--- src/rtl/fxt_text_table_decoder_core_defines.svh ---
// assertion macros used by the decoder rtl (the parser in fxt_ttd_back)
`ifndef FXT_TEXT_TABLE_DECODER_CORE_DEFINES_SVH
`define FXT_TEXT_TABLE_DECODER_CORE_DEFINES_SVH

// same-cycle implication, checked outside reset
`define FXT_ASSERT_NOW(label, clk, rst_n, ante, cons, msg) \
  label: assert property (@(posedge clk) disable iff (!rst_n) (ante) |-> (cons)) \
    else $error(msg);

// next-cycle implication, checked outside reset
`define FXT_ASSERT_NEXT(label, clk, rst_n, ante, cons, msg) \
  label: assert property (@(posedge clk) disable iff (!rst_n) (ante) |=> (cons)) \
    else $error(msg);

`endif

--- src/rtl/fxt_ttd_pkg.sv ---
package fxt_ttd_pkg;

  // number of leading bytes that get the running key subtracted
  localparam logic [3:0] CIPHER_PREFIX_LEN = 4'd8;

  // variant selection bytes and their starting keys
  localparam logic [7:0] VARIANT_LOW_BYTE  = 8'hBF;
  localparam logic [7:0] VARIANT_HIGH_BYTE = 8'hA6;
  localparam logic [7:0] KEY_LOW_START     = 8'h63;
  localparam logic [7:0] KEY_HIGH_START    = 8'h67;

  // character offsets, the low one is minus one modulo 256
  localparam logic [7:0] OFFSET_HIGH = 8'd28;
  localparam logic [7:0] OFFSET_LOW  = 8'hFF;

  // escape detection sum and escaped byte bias
  localparam logic [8:0] ESC_CODE  = 9'd195;
  localparam logic [7:0] ESC_BIAS  = 8'd64;

  // framing characters
  localparam logic [7:0] CHAR_OPEN  = 8'h5B;
  localparam logic [7:0] CHAR_CLOSE = 8'h5D;
  localparam logic [7:0] CHAR_NUL   = 8'h00;

  // result tags
  typedef enum logic [2:0] {
    TAG_KEY_CHAR   = 3'd0,
    TAG_KEY_END    = 3'd1,
    TAG_VALUE_CHAR = 3'd2,
    TAG_ENTRY_END  = 3'd3,
    TAG_STOPPED    = 3'd4
  } ttd_tag_t;

  // work item from the front decoder to the parser
  typedef struct packed {
    logic       is_stop;
    logic [7:0] ch;
  } ttd_op_t;

endpackage

--- src/rtl/fxt_text_table_decoder_core.sv ---
// a result passes the two-entry queue and then the output register before out_valid rises
// throughput: one raw byte per cycle while in_stall is low; queue and output register absorb stalls
// in_stall rises only when the queue is full, i.e. after the output side has stalled
// reset: synchronous active-low rst_n clears key, counters, escape and parse state;
// the next byte after reset is treated as the variant selection byte
module fxt_text_table_decoder_core
  import fxt_ttd_pkg::*;
(
  input  logic       clk,
  input  logic       rst_n,
  input  logic       in_valid,
  output logic       in_stall,
  input  logic [7:0] in_raw_byte,
  output logic       out_valid,
  input  logic       out_stall,
  output logic [2:0] out_tag,
  output logic [7:0] out_text_char
);

  logic    q_full;
  logic    q_empty;
  logic    q_push;
  logic    q_pop;
  ttd_op_t q_push_op;
  ttd_op_t q_head;

  assign in_stall = q_full;

  // byte decryption and escape handling
  fxt_ttd_front u_front (
    .clk         (clk),
    .rst_n       (rst_n),
    .in_valid    (in_valid),
    .in_raw_byte (in_raw_byte),
    .q_full      (q_full),
    .push        (q_push),
    .push_op     (q_push_op)
  );

  // decoupling queue
  fxt_ttd_queue u_queue (
    .clk     (clk),
    .rst_n   (rst_n),
    .push    (q_push),
    .push_op (q_push_op),
    .pop     (q_pop),
    .full    (q_full),
    .empty   (q_empty),
    .head    (q_head)
  );

  // entry framing parser
  fxt_ttd_back u_back (
    .clk           (clk),
    .rst_n         (rst_n),
    .q_empty       (q_empty),
    .q_head        (q_head),
    .pop           (q_pop),
    .out_valid     (out_valid),
    .out_stall     (out_stall),
    .out_tag       (out_tag),
    .out_text_char (out_text_char)
  );

endmodule

--- src/rtl/fxt_ttd_front.sv ---
module fxt_ttd_front
  import fxt_ttd_pkg::*;
(
  input  logic       clk,
  input  logic       rst_n,
  input  logic       in_valid,
  input  logic [7:0] in_raw_byte,
  input  logic       q_full,
  output logic       push,
  output ttd_op_t    push_op
);

  logic [3:0] bytes_seen_r, bytes_seen_nxt;
  logic [7:0] cipher_key_r, cipher_key_nxt;
  logic       high_offset_r, high_offset_nxt;
  logic       escape_r, escape_nxt;
  logic       stopped_r, stopped_nxt;

  logic       accept;
  logic       first;
  logic       first_ok;
  logic       hi_eff;
  logic [7:0] key_eff;
  logic [7:0] off8;
  logic [7:0] dec_c;
  logic       esc_hit;
  logic [3:0] seen_inc;

  assign accept = in_valid && !q_full;
  assign first  = (bytes_seen_r == 4'd0);
  assign first_ok = (in_raw_byte == VARIANT_LOW_BYTE) || (in_raw_byte == VARIANT_HIGH_BYTE);
  assign seen_inc = (bytes_seen_r == 4'hF) ? bytes_seen_r : bytes_seen_r + 4'd1;

  // variant in force for this byte
  assign hi_eff  = first ? (in_raw_byte == VARIANT_HIGH_BYTE) : high_offset_r;
  assign key_eff = first ? (hi_eff ? KEY_HIGH_START : KEY_LOW_START) : cipher_key_r;
  assign off8    = hi_eff ? OFFSET_HIGH : OFFSET_LOW;

  // key subtraction over the prefix
  assign dec_c = (bytes_seen_r < CIPHER_PREFIX_LEN) ? in_raw_byte - key_eff : in_raw_byte;

  // escape when decoded byte plus offset hits the escape code
  assign esc_hit = hi_eff ? (({1'b0, dec_c} + {1'b0, OFFSET_HIGH}) == ESC_CODE)
                          : ({1'b0, dec_c} == ESC_CODE + 9'd1);

  // classify the accepted byte
  always_comb begin
    bytes_seen_nxt  = bytes_seen_r;
    cipher_key_nxt  = cipher_key_r;
    high_offset_nxt = high_offset_r;
    escape_nxt      = escape_r;
    stopped_nxt     = stopped_r;
    push            = 1'b0;
    push_op         = '0;
    if (accept && !stopped_r) begin
      if (escape_r) begin
        escape_nxt     = 1'b0;
        bytes_seen_nxt = seen_inc;
        push           = 1'b1;
        push_op.ch     = in_raw_byte + ESC_BIAS + (high_offset_r ? OFFSET_HIGH : OFFSET_LOW);
      end else if (first && !first_ok) begin
        stopped_nxt     = 1'b1;
        push            = 1'b1;
        push_op.is_stop = 1'b1;
      end else begin
        high_offset_nxt = hi_eff;
        cipher_key_nxt  = (bytes_seen_r < CIPHER_PREFIX_LEN) ? {key_eff[6:0], 1'b0} : key_eff;
        bytes_seen_nxt  = seen_inc;
        if (esc_hit) begin
          escape_nxt = 1'b1;
        end else begin
          push       = 1'b1;
          push_op.ch = dec_c + off8;
        end
      end
    end
  end

  // front state
  always_ff @(posedge clk) begin
    if (!rst_n) begin
      bytes_seen_r  <= 4'd0;
      cipher_key_r  <= 8'd0;
      high_offset_r <= 1'b0;
      escape_r      <= 1'b0;
      stopped_r     <= 1'b0;
    end else begin
      bytes_seen_r  <= bytes_seen_nxt;
      cipher_key_r  <= cipher_key_nxt;
      high_offset_r <= high_offset_nxt;
      escape_r      <= escape_nxt;
      stopped_r     <= stopped_nxt;
    end
  end

endmodule

--- src/rtl/fxt_ttd_queue.sv ---
module fxt_ttd_queue
  import fxt_ttd_pkg::*;
(
  input  logic    clk,
  input  logic    rst_n,
  input  logic    push,
  input  ttd_op_t push_op,
  input  logic    pop,
  output logic    full,
  output logic    empty,
  output ttd_op_t head
);

  ttd_op_t    mem_r [2];
  logic       wr_ptr_r, wr_ptr_nxt;
  logic       rd_ptr_r, rd_ptr_nxt;
  logic [1:0] count_r, count_nxt;

  assign full  = (count_r == 2'd2);
  assign empty = (count_r == 2'd0);
  assign head  = mem_r[rd_ptr_r];

  // pointer and fill updates
  always_comb begin
    wr_ptr_nxt = push ? ~wr_ptr_r : wr_ptr_r;
    rd_ptr_nxt = pop ? ~rd_ptr_r : rd_ptr_r;
    count_nxt  = count_r + {1'b0, push} - {1'b0, pop};
  end

  always_ff @(posedge clk) begin
    if (!rst_n) begin
      wr_ptr_r <= 1'b0;
      rd_ptr_r <= 1'b0;
      count_r  <= 2'd0;
    end else begin
      wr_ptr_r <= wr_ptr_nxt;
      rd_ptr_r <= rd_ptr_nxt;
      count_r  <= count_nxt;
    end
  end

  // entry storage
  always_ff @(posedge clk) begin
    if (push) begin
      mem_r[wr_ptr_r] <= push_op;
    end
  end

endmodule

--- src/rtl/fxt_ttd_back.sv ---
`include "fxt_text_table_decoder_core_defines.svh"

module fxt_ttd_back
  import fxt_ttd_pkg::*;
(
  input  logic       clk,
  input  logic       rst_n,
  input  logic       q_empty,
  input  ttd_op_t    q_head,
  output logic       pop,
  output logic       out_valid,
  input  logic       out_stall,
  output logic [2:0] out_tag,
  output logic [7:0] out_text_char
);

  typedef enum logic [1:0] {
    PH_OPEN  = 2'd0,
    PH_KEY   = 2'd1,
    PH_VALUE = 2'd2,
    PH_STOP  = 2'd3
  } phase_t;

  phase_t     phase_r, phase_nxt;
  logic       key_nonempty_r, key_nonempty_nxt;
  logic       out_valid_r, out_valid_nxt;
  ttd_tag_t   out_tag_r, out_tag_nxt;
  logic [7:0] out_char_r, out_char_nxt;
  logic       emit;

  assign pop = !q_empty && (!out_valid_r || !out_stall);

  // parse one decoded character
  always_comb begin
    phase_nxt        = phase_r;
    key_nonempty_nxt = key_nonempty_r;
    emit             = 1'b0;
    out_tag_nxt      = out_tag_r;
    out_char_nxt     = out_char_r;
    if (pop && phase_r != PH_STOP) begin
      if (q_head.is_stop) begin
        phase_nxt    = PH_STOP;
        emit         = 1'b1;
        out_tag_nxt  = TAG_STOPPED;
        out_char_nxt = CHAR_NUL;
      end else begin
        case (phase_r)
          PH_OPEN: begin
            if (q_head.ch != CHAR_OPEN) begin
              phase_nxt    = PH_STOP;
              emit         = 1'b1;
              out_tag_nxt  = TAG_STOPPED;
              out_char_nxt = CHAR_NUL;
            end else begin
              phase_nxt        = PH_KEY;
              key_nonempty_nxt = 1'b0;
            end
          end
          PH_KEY: begin
            emit = 1'b1;
            if (q_head.ch == CHAR_CLOSE) begin
              out_char_nxt = CHAR_NUL;
              if (!key_nonempty_r) begin
                phase_nxt   = PH_STOP;
                out_tag_nxt = TAG_STOPPED;
              end else begin
                phase_nxt   = PH_VALUE;
                out_tag_nxt = TAG_KEY_END;
              end
            end else begin
              key_nonempty_nxt = 1'b1;
              out_tag_nxt      = TAG_KEY_CHAR;
              out_char_nxt     = q_head.ch;
            end
          end
          PH_VALUE: begin
            emit = 1'b1;
            if (q_head.ch == CHAR_NUL) begin
              phase_nxt    = PH_OPEN;
              out_tag_nxt  = TAG_ENTRY_END;
              out_char_nxt = CHAR_NUL;
            end else begin
              out_tag_nxt  = TAG_VALUE_CHAR;
              out_char_nxt = q_head.ch;
            end
          end
          default: begin
            emit = 1'b0;
          end
        endcase
      end
    end
    // output register: load on emit, clear once taken
    if (emit) begin
      out_valid_nxt = 1'b1;
    end else if (out_valid_r && !out_stall) begin
      out_valid_nxt = 1'b0;
    end else begin
      out_valid_nxt = out_valid_r;
    end
  end

  // parser state and result register
  always_ff @(posedge clk) begin
    if (!rst_n) begin
      phase_r        <= PH_OPEN;
      key_nonempty_r <= 1'b0;
      out_valid_r    <= 1'b0;
    end else begin
      phase_r        <= phase_nxt;
      key_nonempty_r <= key_nonempty_nxt;
      out_valid_r    <= out_valid_nxt;
    end
    out_tag_r  <= out_tag_nxt;
    out_char_r <= out_char_nxt;
  end

  assign out_valid     = out_valid_r;
  assign out_tag       = out_tag_r;
  assign out_text_char = out_char_r;

  // checks
  `FXT_ASSERT_NEXT(a_quiet_after_stop, clk, rst_n,
    (phase_r == PH_STOP && !(out_valid_r && out_stall)), !out_valid_r,
    "result after stop")
  `FXT_ASSERT_NOW(a_stop_tag_phase, clk, rst_n,
    (out_valid_r && out_tag_r == TAG_STOPPED), (phase_r == PH_STOP),
    "stopped tag without stop phase")
  `FXT_ASSERT_NOW(a_mark_char_zero, clk, rst_n,
    (out_valid_r && (out_tag_r == TAG_KEY_END || out_tag_r == TAG_ENTRY_END ||
     out_tag_r == TAG_STOPPED)), (out_char_r == CHAR_NUL),
    "end mark carries a character")
  `FXT_ASSERT_NEXT(a_empty_key_stops, clk, rst_n,
    (pop && phase_r == PH_KEY && !q_head.is_stop && q_head.ch == CHAR_CLOSE &&
     !key_nonempty_r), (phase_r == PH_STOP && out_valid_r),
    "empty key did not stop")

endmodule
--- config.mk ---
export PLATFORM = sky130hd
export DESIGN_NAME = fxt_text_table_decoder_core
export DESIGN_NICKNAME = d
export VERILOG_FILES = /design/src/rtl/fxt_ttd_pkg.sv /design/src/rtl/fxt_text_table_decoder_core.sv /design/src/rtl/fxt_ttd_front.sv /design/src/rtl/fxt_ttd_queue.sv /design/src/rtl/fxt_ttd_back.sv
export VERILOG_INCLUDE_DIRS = /design/src /design/src/rtl
export SDC_FILE = /design/constraint.sdc
export NUM_CORES = 1
export LEC_CHECK = 0
export ABC_AREA = 1
export BUFFER_PORTS_ARGS = -buffer_cell sky130_fd_sc_hd__buf_2
export CAP_MARGIN = 10
export CORE_MARGIN = 3
export CORE_UTILIZATION = 35
export CTS_BUF_LIST = sky130_fd_sc_hd__clkbuf_4
export CTS_CLUSTER_DIAMETER = 50
export DETAILED_ROUTE_END_ITERATION = 12
export PLACE_DENSITY = 0.55
export SLEW_MARGIN = 20
export SYNTH_ARGS = -nofsm -noshare
export SYNTH_HDL_FRONTEND = slang
export SYNTH_HIERARCHICAL = 1
export SYNTH_SLANG_ARGS = --single-unit
export TNS_END_PERCENT = 20
--- constraint.sdc ---
create_clock -name clk -period 6.8 [get_ports clk]
set_input_delay 0.68 -clock clk [delete_from_list [all_inputs] [get_ports clk]]
set_output_delay 0.68 -clock clk [all_outputs]
set_load 0.005 [all_outputs]
# ---- Word level (Yosys, flattened, before mapping)
# Memories as Yosys holds them, arrays and structs flattened. A register that Yosys moved wholly into a read port is not among the register bits.
# Cells that the tools add are included.
dict set report classes {
  magnitude_cmp 1
  muxes 52
  n_bitwise 5
  n_reduce_logical 28
  eq_ne 17
  n_addsub 8
}
# op n
set op_table {}
lappend op_table {{$mux W8} 11}
lappend op_table {{$eq A8 B8 Y1 const B} 3}
lappend op_table {{$mux W1} 24}
lappend op_table {{$pmux W8 S3} 1}
lappend op_table {{$add A8 B8 Y8} 2}
lappend op_table {{$mux W3} 4}
lappend op_table {{$mux W4} 3}
lappend op_table {{$add A8 B5 Y9 const B} 1}
lappend op_table {{$eq A9 B8 Y1 const B} 1}
lappend op_table {{$mux W9} 1}
lappend op_table {{$ne A3 B2 Y1 const B} 3}
lappend op_table {{$pmux W3 S3} 1}
lappend op_table {{$reduce_and A3 Y1} 3}
lappend op_table {{$add A8 B7 Y8 const B} 1}
lappend op_table {{$eq A8 B7 Y1 const B} 1}
lappend op_table {{$logic_not A8 Y1} 1}
lappend op_table {{$mux W2} 4}
lappend op_table {{$ne A8 B7 Y1 const B} 1}
lappend op_table {{$sub A8 B8 Y8} 1}
lappend op_table {{$logic_and A1 B1 Y1} 6}
lappend op_table {{$logic_not A1 Y1} 6}
lappend op_table {{$ne A2 B2 Y1 const B} 3}
lappend op_table {{$pmux W2 S3} 1}
lappend op_table {{$not A1 Y1} 5}
lappend op_table {{other kinds (18)} 23}
dict set report totals {
  memories 1
  wordCells 125
  input_bits 12
  out_inout_bits 13
  mem_bits_rw 18
  register_bits 34
}
# name words width read_ports rd_clocked_by_memory_dff wr line
set memory_table {}
lappend memory_table {u_queue.mem_r 2 9 1 1 1 fxt_ttd_queue.sv:14} ;# ttd_op_t mem_r [2];

# ---- Depth between registers and ports, before layout
dict set report logic_depth {
  word_depth 15
  mapped_depth 25
  depth_no_buf 25
}

# ---- By module
# The synthesis kept the hierarchy.
# module instances area_each_um2 cells_per_inst seq_area_each_um2
set by_module_without_submodules {}
lappend by_module_without_submodules {fxt_ttd_front 1 1966.9 313 300.3}
lappend by_module_without_submodules {fxt_ttd_queue 1 912.1 61 640.6}
lappend by_module_without_submodules {fxt_ttd_back 1 857.1 102 410.4}

# ---- Worst setup path after synthesis
# Ideal clock, no wire load.
dict set report synth_path {
  path_type {flip-flop to flip-flop}
  startpoint {register u_front.bytes_seen_r[0]}
  endpoint {memory u_queue/mem_r[0][0] (netlist bit), enable pin}
  path_stages_with_launch 17
  synth_period_minus_slack_ns 3.569
  arrival_ns 3.195
  path_slack_ns 3.231
  setup_ns 0.374
  required_ns 6.426
  cell_sequence {dfxtp_1 > inv_1 > ha_1 > nand3_4 > inv_6 > or2_2 > ha_1 > fa_1 > o21ai_0 > nor2_1 > nand3_1 > nand2_1 > nand4_2 > nor2_1 > nor2_1 > inv_1 > nor2_1}
}
dict set report synth_between {
  elab_chain_len 15
  word_cells_on_any_way 18
  classes_between {2 x add/sub; 1 x order compare; 2 x eq/ne; 11 x mux; 2 x reduce/logical}
}
# item line
set synth_rtl {}
lappend synth_rtl {{start, declared} fxt_ttd_front.sv:13} ;# logic [3:0] bytes_seen_r, bytes_seen_nxt;
lappend synth_rtl {{start signal, assigned} fxt_ttd_front.sv:88} ;# bytes_seen_r <= bytes_seen_nxt;
lappend synth_rtl {{$logic_not A4 Y1} fxt_ttd_front.sv:30} ;# assign first = (bytes_seen_r == 4'd0);
lappend synth_rtl {{$mux W1} fxt_ttd_front.sv:35} ;# assign hi_eff = first ? (in_raw_byte == VARIANT_HIGH_BYTE) : high_offset_r;
lappend synth_rtl {{$mux W3} fxt_ttd_front.sv:36} ;# assign key_eff = first ? (hi_eff ? KEY_HIGH_START : KEY_LOW_START) : cipher_key_r;
lappend synth_rtl {{$mux W8} fxt_ttd_front.sv:36}
lappend synth_rtl {{$sub A8 B8 Y8} fxt_ttd_front.sv:40} ;# assign dec_c = (bytes_seen_r < CIPHER_PREFIX_LEN) ? in_raw_byte - key_eff : in_raw_byte;
lappend synth_rtl {{$mux W8} fxt_ttd_front.sv:40}
lappend synth_rtl {{$add A8 B5 Y9} fxt_ttd_front.sv:43} ;# assign esc_hit = hi_eff ? (({1'b0, dec_c} + {1'b0, OFFSET_HIGH}) == ESC_CODE)
lappend synth_rtl {{$eq A9 B8 Y1} fxt_ttd_front.sv:43}
lappend synth_rtl {{$mux W1} fxt_ttd_front.sv:43}
lappend synth_rtl {{$mux W1} fxt_ttd_front.sv:69} ;# if (esc_hit) begin
lappend synth_rtl {{$mux W1 *} fxt_ttd_front.sv:61} ;# end else if (first && !first_ok) begin
lappend synth_rtl {{$mux W1 *} fxt_ttd_front.sv:56} ;# if (escape_r) begin
lappend synth_rtl {{$mux W1 *} fxt_ttd_front.sv:55} ;# if (accept && !stopped_r) begin
lappend synth_rtl {{named net q_push} fxt_text_table_decoder_core.sv:22} ;# logic q_push;
lappend synth_rtl {{$mux W1 *} fxt_ttd_queue.sv:44} ;# if (push) begin
lappend synth_rtl {{$mux W1 (implied by the code) *} fxt_ttd_queue.sv:45} ;# mem_r[wr_ptr_r] <= push_op;
lappend synth_rtl {{end, declared} fxt_ttd_queue.sv:14}
# Mark *: on every way through the listed nets, which the timed path passes. The rest lies on a longest branch.

# ---- Final worst setup path
dict set report layout_path {
  startpoint {register u_front.bytes_seen_r[3]}
  endpoint {memory u_queue/mem_r[0][8] (netlist bit), enable pin}
}
# Same word-level chain as after synthesis.

==> impl_metrics.yaml <==
worst_setup_path:
  arrival_ns: 4.12
  startpoint: "u_front/bytes_seen_r[3]"
  worstSetupStartpointType: "register"
  cp_max_fo: 17
  timing.rr.end: "u_queue/mem_r[0][8]"
  rr_worst_depth: 15
  rrSetupSlack_ns: 2.71
  cp_cell_sequence: "inv_8 -> nand3_4 -> inv_6 -> or2_2 -> ha_1 -> fa_1 -> o21ai_0 -> nor2_1 -> nand3_1 -> nand2_1 -> nand4_2 -> nor2_1 -> nor2_1 -> inv_1 -> nor2_1"
  end_kind: "register"
  endpoint: "u_queue/mem_r[0][8]"
  worstSetupPathType: "reg -> reg"
  worstSetupPathDepth: 15
  critPathTopFamily: "simple AND/OR/NAND/NOR gates"
  path_common_cell: "nor2_1"
  cp_num_buf_inv: 3
  cpMaxStageDelayCell: "dfxtp_1"
  r2r-start: "u_front/bytes_seen_r[3]"
  required_ns: 6.83
  critPathMaxStageDelay_ns: 0.65
place:
  dp_slack_ns: 2.73
  post-dp-hpwl_um: 6290
  numPortBuffers: 24
  gp_congestion: 0.868
power:
  combPwrFrac: 0.543
  swShare: 0.448
  clkPwrFrac: 0.108
  switchingPower_w: 0.000640
  vdd_drop_max_mv: 0.132
  power.internal_w: 0.000789
  p_seq_frac: 0.350
  power_leakage_nw: 1.85
  power_density_mw_per_mm2: 353
sta:
  setup_viol_count_final: 0
  worst_slack_ns: 2.71
  finalCritPeriodShare: 0.602
  fin_crit_ns: 4.09
  hold_viol_final: 0
  skew_ns: 0.0170
  relSlewSlack: 0.538
  setup_tns_ns: 0
  fmax_ghz: 0.244
  rsz0062_at_grt: "false"
  holdWs_ns: 0.469
  tightest_slew_ns: 0.691
  maxSlewViolCount: 0
clock_tree:
  clockBufferDepth: 2
  hold_buffers: 0
  cts.sinks: 53
  postCtsSetupRepairBufs: 0
  cts_tree: "yes"
  cts_root_buf: "clkbuf_4"
  htreeDepth: 2
  clkTransAtPathRegs_ns: 0.18
  post_cts_resized: 0
  cts-buffers-inserted: 5
  clk_latency_ns: 0.38
yosys:
  synth_edf_count: 29
  synthTopCellsByArea: "edfxtp_1 23%, dfxtp_1 13%, ha_1 9.7%"
  synthCells: 476
  yosys_warnings: 6
  ys_seq_elements: 53
  yosysTopAreaCellShare: 0.233
  ys_types: 45
  synth_ff_type: "edfxtp_1"
  yosys-top-cells-count: "93 x nand2_1, 71 x inv_1, 55 x nor2_1"
  synth_fp_nets: 520
  syn_avg_cell_area_um2: 7.85
  synth-async-reset-ratio: 0
  synth_most_common_cell: "nand2_1"
  syn_area_mm2: 0.00374
  yosysSeqAreaShare: 0.362
  synth_top_area_cell: "edfxtp_1"
status:
  outcome: "finished, final reports clean"
floorplan:
  die_x_um: 109
  boundaryPins: 25
  core.rowCount: 37
  core-area_mm2: 0.0104
  dieArea_mm2: 0.0119
  die_y_um: 109
  initial_core_util: 0.360
detailed_routing:
  drt-initial-drc-count: 114
  post_drt_wl_per_cell_um: 12.3
  wl_um: 7880
  drcViolationCount: 0
  vias: 3061
  drtPass1Iterations: 6
  drtAntennaViolNets: 0
  avgViaCountPerCell: 4.80
final_layout:
  nNetsFinal: 545
  antennaDiodeCount: 0
  fillCellCount: 1106
  drive_gt1_frac: 0.139
  area_growth_pct: 8.37
hold_path:
  hp-class: "reg -> reg"
global_routing:
  first_global_vias: 2883
  grt_antenna_before_repair: 0
  grt_usage: 0.142
  grt_pass1_wl_um: 13500
  grt.overflow.total: 0
  grt_max_degree: 20
flow_run:
  cap_violations: 0
[power groups by stage]
| stage | logic, W | registers, W | clock network (W) |
|---|---|---|---|
| final | 0.000776 | 0.000500 | 0.000154 |
| after global placement | 0.000768 | 0.000508 | 0 |
| after detailed placement | 0.000779 | 0.000510 | 0 |
| after floorplan | 0.000611 | 0.000496 | 0 |
| after CTS | 0.000782 | 0.000502 | 0.000163 |
| after global routing | 0.000903 | 0.000514 | 0.000181 |
[layer usage]
| metal | GRT usage | up-vias | share of wire |
|---|---|---|---|
| li1 | - | 1616 | - |
| met1 | 0.184 | 1377 | 0.46 |
| met2 | 0.247 | 62 | 0.49 |
| met3 | 0.0229 | 6 | 0.035 |
| met4 | 0.0392 | 0 | 0.014 |
| met5 | 0 | - | 0 |
[worst min-delay path by stage]
stage / cells after the start / start / slack (ns) / to
2_1_floorplan: 2 / u_front/cipher_key_r[1] / 0.42 / u_front/cipher_key_r[1]
3_3_place_gp: 2 / u_front/cipher_key_r[1] / 0.44 / u_front/cipher_key_r[1]
3_5_place_dp: 2 / u_front/cipher_key_r[1] / 0.45 / u_front/cipher_key_r[1]
4_1_cts: 2 / u_front/cipher_key_r[1] / 0.47 / u_front/cipher_key_r[1]
5_1_grt: 2 / u_front/cipher_key_r[1] / 0.51 / u_front/cipher_key_r[1]
6_report: 2 / u_front/cipher_key_r[1] / 0.47 / u_front/cipher_key_r[1]
[worst register-to-register path: cells and delay by family, from the launching register on]
family,cells,cell delay [ns]
AND/OR/NAND/NOR,9,1.76
AO/OA/AOI/OAI,1,0.43
flip-flops,1,0.65
adder cells (fa/ha/maj),2,0.63
buffers and inverters,3,0.27
[flip-flops by register name, indices dropped and copies added (netlist names), 2 cells and up, named ones only]
register	count
u_queue/mem_r	18
u_back/out_text_char	8
u_front/cipher_key_r	8
u_front/bytes_seen_r	4
u_back/out_tag	3
u_back/phase_r	2
u_queue/count_r	2
[logic make-up after synthesis]
kind of cell,after synthesis,share of synthesized area
and+or+nand+nor,228,0.282
AOI/OAI and AO/OA,65,0.101
muxes,9,0.0362
DFF,53,0.362
xor gates and xnor gates,6,0.0141
buffers and inverters,83,0.0918
adders and majority gates,32,0.113
[area by class of cell]
cell class / instances / area [um2] / area share
multi-input cells: 340 / 2040 / 0.504
flip-flops and latches: 53 / 1350 / 0.334
inverters: 77 / 302 / 0.0745
well taps: 136 / 170 / 0.0420
repair buffers: 24 / 120 / 0.0297
clock buffers: 5 / 37.5 / 0.00927
clock inverters: 3 / 26.3 / 0.00649
[metrics by stage]
stage           util  instance area, um2  std cells  total power (W)
4_1_cts        0.390                4050        638          0.00145
5_1_grt        0.390                4050        638          0.00160
3_3_place_gp   0.384                3990        630          0.00128
6_report       0.390                4050        638          0.00143
3_5_place_dp   0.384                3990        630          0.00129
2_1_floorplan      -                3740        476          0.00111
[cell usage in the layout (no fill, tap or decap), types with 3 or more instances in the layout]
master    instances
ha_1             29
inv_1            71
fa_1              3
nor3b_1           5
nand4_1           4
mux2_4            9
nand3b_1          3
nor3_1           11
o21ai_0          20
nor2_1           55
nand2_2           8
nand2_1          93
clkbuf_4          5
a21oi_1          26
nand3_1          35
dfxtp_1          24
edfxtp_1         29
a211oi_1          4
xor2_1            5
nor2_2            4
buf_2            24
inv_2             3
Note: power is estimated with default switching activity, not from simulation.
